### src/rtl/kls_pkg.sv
`timescale 1ns / 1ps
`default_nettype none
package kls_pkg;

  localparam int KEY_W  = 32;
  localparam int CMD_W  = 2;
  localparam int STAT_W = 2;
  localparam int POS_W  = 7;
  localparam int CNT_W  = 8;

  localparam logic [CMD_W-1:0] CMD_INSERT = 2'd0;
  localparam logic [CMD_W-1:0] CMD_REMOVE = 2'd1;
  localparam logic [CMD_W-1:0] CMD_SEARCH = 2'd2;

  localparam logic [STAT_W-1:0] ST_OK     = 2'd0;
  localparam logic [STAT_W-1:0] ST_ABSENT = 2'd1;
  localparam logic [STAT_W-1:0] ST_DUP    = 2'd2;
  localparam logic [STAT_W-1:0] ST_FULL   = 2'd3;

  typedef struct packed {
    logic cmp_en;
    logic occupied;
    logic load;
    logic shift;
  } kls_cell_ctrl_t;

endpackage
`default_nettype wire

### src/rtl/kls_cell.sv
`timescale 1ns / 1ps
`default_nettype none
module kls_cell import kls_pkg::*; (
  input  wire                  clk,
  input  wire kls_cell_ctrl_t  ctrl,
  input  wire [KEY_W-1:0]      cmp_key,
  input  wire [KEY_W-1:0]      new_key,
  input  wire [KEY_W-1:0]      nbr_key,
  output logic [KEY_W-1:0]     key,
  output logic                 hit
);

  // load appends at the tail, shift pulls the upper neighbor down on removal
  always_ff @(posedge clk) begin
    if (ctrl.load) begin
      key <= new_key;
    end else if (ctrl.shift) begin
      key <= nbr_key;
    end
  end

  always_ff @(posedge clk) begin
    if (ctrl.cmp_en) begin
      hit <= ctrl.occupied && (key == cmp_key);
    end
  end

endmodule
`default_nettype wire

### config.mk
export PLATFORM = sky130hd
export DESIGN_NAME = kls_cell
export DESIGN_NICKNAME = d
export VERILOG_FILES = /design/src/rtl/kls_pkg.sv /design/src/rtl/kls_cell.sv
export SDC_FILE = /design/constraint.sdc
export NUM_CORES = 1
export LEC_CHECK = 0
export BUFFER_PORTS_ARGS = -buffer_cell sky130_fd_sc_hd__buf_2
export CAP_MARGIN = 15
export CORE_ASPECT_RATIO = 0.7
export CORE_MARGIN = 1
export CORE_UTILIZATION = 30
export CTS_CLUSTER_SIZE = 10
export DETAILED_ROUTE_END_ITERATION = 6
export SETUP_SLACK_MARGIN = 0.05
export SYNTH_ARGS = -nofsm -noshare
export SYNTH_HDL_FRONTEND = slang
export SYNTH_SLANG_ARGS = --single-unit
### constraint.sdc
create_clock -name clk -period 2.04 [get_ports clk]
set_input_delay 0 -clock clk [delete_from_list [all_inputs] [get_ports clk]]
set_output_delay 0 -clock clk [all_outputs]
set_load 0.02 [all_outputs]
==> results of run 1 <==
[registers in the layout, summed over array words and instances, names as in the netlist]
| name | flops |
|---|---|
| key | 32 |
| hit | 1 |
[layer usage]
| metal | GRT usage, % | part of all wire (%) | wire (um) |
|---|---|---|---|
| met2 | 22.2 | 42 | 1770 |
| met1 | 18.1 | 45 | 1890 |
| met3 | 5.79 | 11 | 475 |
| met5 | 0 | 0 | 0 |
| met4 | 5.77 | 1.3 | 56 |
[timing repair]
item                                   4_1_cts  5_1_grt
hold buffers                                 1        0
buffers inserted                             0        0
endpoints found under the hold margin        1        0
[cell families (layout without fill, tap and decap cells)]
group	after synthesis	after routing	share of synthesized area, %
xor gates and xnor gates	32	32	16.2
buffers and inverters	4	145	1.16
DFF	33	33	57.2
muxes	32	32	20.8
and+or+nand+nor	13	13	4.69
[worst max path at each step]
stage | startpoint | slack, ns | to
finish | key[26] | 0.62 | hit
floorplan | key[17] | 0.68 | hit
global placement | key[26] | 0.60 | hit
CTS | key[26] | 0.56 | hit
detailed placement | key[26] | 0.59 | hit
global route | key[20] | 0.50 | hit
[area by class of cell]
type | instances | area, um^2
fillers | 533 | 2780
clock inverters | 2 | 33.8
repair buffers | 137 | 711
clock buffers | 6 | 72.6
multi-input cells | 77 | 722
flip-flops and latches | 33 | 991
well taps | 72 | 90.1
[worst register-to-register path, stage by stage (launching register included)]
cell	delay, ns
sky130_fd_sc_hd__edfxtp_1	0.40
sky130_fd_sc_hd__xor2_1	0.16
sky130_fd_sc_hd__nor4_1	0.32
sky130_fd_sc_hd__nand4_1	0.19
sky130_fd_sc_hd__nor3_2	0.20
[synthesized netlist by cell type]
cell,number,area share [%]
sky130_fd_sc_hd__edfxtp_1,33,57
sky130_fd_sc_hd__mux2_2,32,21
sky130_fd_sc_hd__xor2_1,31,16
sky130_fd_sc_hd__nor4_1,7,2.5
sky130_fd_sc_hd__buf_2,4,1.2
sky130_fd_sc_hd__nand3_1,2,0.58
sky130_fd_sc_hd__nand4_1,1,0.36
sky130_fd_sc_hd__nor3_1,1,0.29
sky130_fd_sc_hd__nor3_2,1,0.58
sky130_fd_sc_hd__or2_2,1,0.36
sky130_fd_sc_hd__xnor2_1,1,0.51
[power by group]
group,internal [W],switching (W)
Clock,0.000360,0.000231
Sequential,0.000834,0.0000457
Combinational,0.000210,0.000220
Total,0.00140,0.000497
[stage by stage]
stage               instance area (um^2)  util, %
CTS                                 2620     48.6
finish                              2620     48.6
global placement                    2500     46.4
global route                        2620     48.6
detailed placement                  2500     46.4
floorplan                           1730        -
==> metrics, run 1 <==
status=finished, final reports clean; fraction of final layout cells with drive strength greater than 1=69.0%; Worst Min Path Start=nbr_key[9]; standby leakage power=1.20 nW; Max clock buf depth=2; summed instance area of the synthesized netlist=1730 um^2; Gate Count Post-Synth=114; non-filler cells, final=327; Core Area=5400 um^2; unrepaired setup endpoints after global routing=false; max_slew headroom=76.9%; detailed-router iteration count before antenna repair=3; Arr. time, crit path=1.55 ns; launching point of the worst reg2reg path=key[26]; detailed router's first-iteration violation count=32; family with the most delay on the worst path=simple AND/OR/NAND/NOR gates; CTS Buf Count=5; CP Class=reg2reg; post-layout total power=0.00190 W; number of stages on the worst setup path=4; highest ir drop seen on vdd=0.508 mV; Die Y=65.6 um; share of the clock period used by the worst path=69.6%; global-route total usage across every layer=14.4%; antenna cells=0; IO Pins=134; Cell Count Post-Placement=318; final count of hold timing violations=0; worst min-delay path category=in2reg; initial core utilization=32.1%; setup TNS after final layout=0 ns; number of max-cap violations=0; average footprint of a synthesized cell=15.2 um^2; part of the Yosys area used for sequential elements=57.2%; overflow left after global routing=0; final weighted congestion in routability-driven placement=0.722; die outline width=92.8 um; Buf/Inv on CP=0; worst reg-to-reg setup slack=0.62 ns; deepest level of the CTS H-tree=2; Final Routed Wirelength=4190 um; vias in the first global route=1405; end point of the worst hold path=key[9]; number of sinks driven by the clock tree=33; post-layout worst setup margin=0.620 ns; warnings from Yosys=0; commonest non-fill, non-tap cell in the layout=sky130_fd_sc_hd__buf_2; Layout Area Growth over Synthesis=51.2%; capture instance of the worst register-to-register path=hit; clock latency on the worst-skew pair=0.28 ns; minimum clock period after layout=1.42 ns; Max stage delay cell, worst path=sky130_fd_sc_hd__edfxtp_1; final number of setup-violating endpoints=0; number of nets with antenna violations after routing=0; commonest non-fill, non-tap cells in the layout=sky130_fd_sc_hd__buf_2 (133), sky130_fd_sc_hd__edfxtp_1 (33), sky130_fd_sc_hd__mux2_2 (32), sky130_fd_sc_hd__xor2_1 (31), sky130_fd_sc_hd__nor4_1 (7); largest net degree at the start of global routing=21; number of unique standard cell types used by synthesis=11; initial antenna violation count=0; clock tree from TritonCTS=yes; kind of end point of the critical path=flop; CP startpoint kind=flop; number of nets in the final layout=355; Detailed Place HPWL=3470 um; first-pass GRT wire length=6580 um; nets in the synthesized netlist=215; number of storage elements in the synthesis netlist=33; chain of cells forming the critical path=xor2_1, nor4_1, nand4_1, nor3_2; number of cells on the worst reg-to-reg path=4; Worst Hold Depth=2; smallest hold slack=0.0158 ns; pre-CTS setup slack=0.586 ns; Worst Tran Pin Value=0.343 ns; maximum frequency from static timing analysis=704 MHz; DRC Markers=0; count of buffers from port buffering=133; routed length per placed instance=12.8 um; vias per inst=4.35; highest cell delay on the worst timing path=0.40 ns; Worst Clk Skew=0.00802 ns; overall die area=6090 um^2; power per cell area=726 nW/um^2; Gates resized, CTS repair=0; clock-pin slew of the registers on the worst-case setup and hold paths=0.07 ns; Max Fanout on Critical Path=2; num rows=22; vias post-DR=1421; final number of max-transition violations=0; required time of the critical path=2.17 ns; Root Buffer Master=sky130_fd_sc_hd__clkbuf_8
No activity file was read; power rests on OpenSTA's default activity.
==> inputs of run 2 (changes only) <==
PLACE_DENSITY = 0.66   (was not set)
clock period = 1.3 ns   (was 2.04 ns; I/O delays follow)
==> run 2 against run 1 <==
The flow now finishes with violations (setup timing). Worst setup slack worse by 0.71 ns. Highest routed layer unchanged. Largest power group unchanged. Die area is the same. Critical endpoint unchanged. Sequential power is 57% higher. Combinational power increased by 65%. Non-clock buffer count is 4 higher. Clock power rose by 93%.
==> metrics, run 2 (synthesis results as in run 1) <==
final number of setup-violating endpoints=1; post-layout total power=0.00324 W; Layout Area Growth over Synthesis=56.3%; Arr. time, crit path=1.53 ns; number of max-cap violations=0; minimum clock period after layout=1.39 ns; met2 capacity usage during global routing=22.1%; fillcell total=501; Max clock buf depth=2; antenna cells=0; Root Buffer Master=sky130_fd_sc_hd__clkbuf_8; post-layout util=50.2%; num rows=22; Worst Clk Skew=0.00351 ns; chain of cells forming the critical path=xor2_1, nor4_2, buf_4, nand4_1, nor3_2; biggest regs=key x32, hit x1; number of stages on the worst setup path=5; overflow left after global routing=0; clock tree from TritonCTS=yes; CP startpoint kind=flop; maximum frequency from static timing analysis=717 MHz; highest cell delay on the worst timing path=0.40 ns; die outline width=92.8 um; overall die area=6090 um^2; commonest non-fill, non-tap cells in the layout=sky130_fd_sc_hd__buf_2 (133), sky130_fd_sc_hd__edfxtp_1 (33), sky130_fd_sc_hd__mux2_2 (32), sky130_fd_sc_hd__xor2_1 (31), sky130_fd_sc_hd__buf_4 (6); power per cell area=1190 nW/um^2; family with the most delay on the worst path=simple AND/OR/NAND/NOR gates; kind of end point of the critical path=flop; non-filler cells, final=331; worst setup path startpoint=key[17]; initial core utilization=32.1%; detailed router's first-iteration violation count=29; final number of max-transition violations=0; Cell Count Post-Placement=321; first-pass GRT wire length=6310 um; standby leakage power=1.24 nW; global-route total usage across every layer=14.1%; number of sinks driven by the clock tree=33; number of cells on the worst reg-to-reg path=5; met3 Use GR=4.40%; detailed-router iteration count before antenna repair=3; worst reg-to-reg setup slack=-0.09 ns; commonest non-fill, non-tap cell in the layout=sky130_fd_sc_hd__buf_2; Int Power=0.00242 W; CP endpoint=hit; number of nets in the final layout=359; Core Area=5400 um^2; largest net degree at the start of global routing=22; final weighted congestion in routability-driven placement=0.710; fraction of power spent switching nets=25.3%; clock network fraction of total power=35.4%; register with the most flip-flops=key; vias post-DR=1455; max reg flops=32; max_slew headroom=76.9%; share of power burned in registers=42.7%; number of nets with antenna violations after routing=0; initial antenna violation count=0; status=complete, but fails checks; Final Routed Wirelength=4300 um; required time of the critical path=1.44 ns; share of the clock period used by the worst path=107%; vias in the first global route=1335; launching point of the worst reg2reg path=key[17]; CP Class=reg2reg; CTS Buf Count=5; clock-pin slew of the registers on the worst-case setup and hold paths=0.07 ns; DRC Markers=0; Buf/Inv on CP=1; deepest level of the CTS H-tree=2; vias per inst=4.40; clock latency on the worst-skew pair=0.28 ns; count of buffers from port buffering=133; unrepaired setup endpoints after global routing=true; routed length per placed instance=13.0 um; violated checks=setup timing; met1 global-route usage=18.5%; Max stage delay cell, worst path=sky130_fd_sc_hd__edfxtp_1; power share of the combinational group=21.9%; switching power total=0.000820 W; final count of hold timing violations=0; smallest hold slack=0.0159 ns; Die Y=65.6 um; post-layout worst setup margin=-0.0942 ns; busiest metal layer after global routing=met2; IO Pins=134; Worst Tran Pin Value=0.344 ns; fraction of final layout cells with drive strength greater than 1=72.2%; highest ir drop seen on vdd=0.460 mV; setup TNS after final layout=-0.0942 ns; Max Fanout on Critical Path=2; Detailed Place HPWL=3480 um; capture instance of the worst register-to-register path=hit; worst min-delay path category=in2reg
-- run 2: cell types whose count changed in the layout (fill, tap and decap cells not counted) --
cell	previous run	this run
sky130_fd_sc_hd__clkbuf_1	1	0
sky130_fd_sc_hd__clkinv_2	0	1
sky130_fd_sc_hd__buf_4	2	6
sky130_fd_sc_hd__bufinv_16	1	2
sky130_fd_sc_hd__clkinv_1	1	0
sky130_fd_sc_hd__nor4_2	0	5
sky130_fd_sc_hd__nor4_1	7	2
-- run 2: power groups by stage --
stage	logic [W]	registers (W)	clock network (W)
floorplan	0.000220	0.00155	0
global placement	0.000683	0.00140	0
detailed placement	0.000684	0.00141	0
global route	0.000771	0.00139	0.00122
finish	0.000709	0.00138	0.00114
CTS	0.000712	0.00138	0.00118
-- run 2: area by class of cell --
class | count | area (um^2) | area share, %
tap | 72 | 90.1 | 3.33
clock inverter | 3 | 65.1 | 2.40
timing repair buffer | 141 | 741 | 27.3
clock buffer | 5 | 68.8 | 2.54
multi-input combinational | 77 | 753 | 27.8
sequential | 33 | 991 | 36.6
-- run 2: metrics by stage --
stage | area, um^2 | setup WS (ns)
global placement | 2530 | -0.257
CTS | 2700 | -0.134
global route | 2710 | -0.185
finish | 2710 | -0.0942
detailed placement | 2530 | -0.293
floorplan | 1730 | -0.0415
-- run 2: worst min path at each step --
| stage | startpoint | end | cells after the start |
|---|---|---|---|
| after floorplan | ctrl[3] | hit | 0 |
| after CTS | new_key[8] | key[8] | 2 |
| after global placement | ctrl[3] | hit | 1 |
| final | new_key[8] | key[8] | 2 |
| after global routing | new_key[18] | key[18] | 2 |
| after detailed placement | ctrl[3] | hit | 1 |
-- run 2: metal layers --
metal	wire length [um]	up-vias
met5	0	-
li1	-	711
met3	388	5
met2	1970	80
met4	29	0
met1	1900	659
-- run 2: repair_timing --
action                                 in CTS  in global routing
pin swaps                                   2                  3
setup endpoints to repair                   1                  1
gates resized for setup                     4                  1
hold buffers                                1                  0
buffers inserted                            1                  0
endpoints found under the hold margin       1                  0
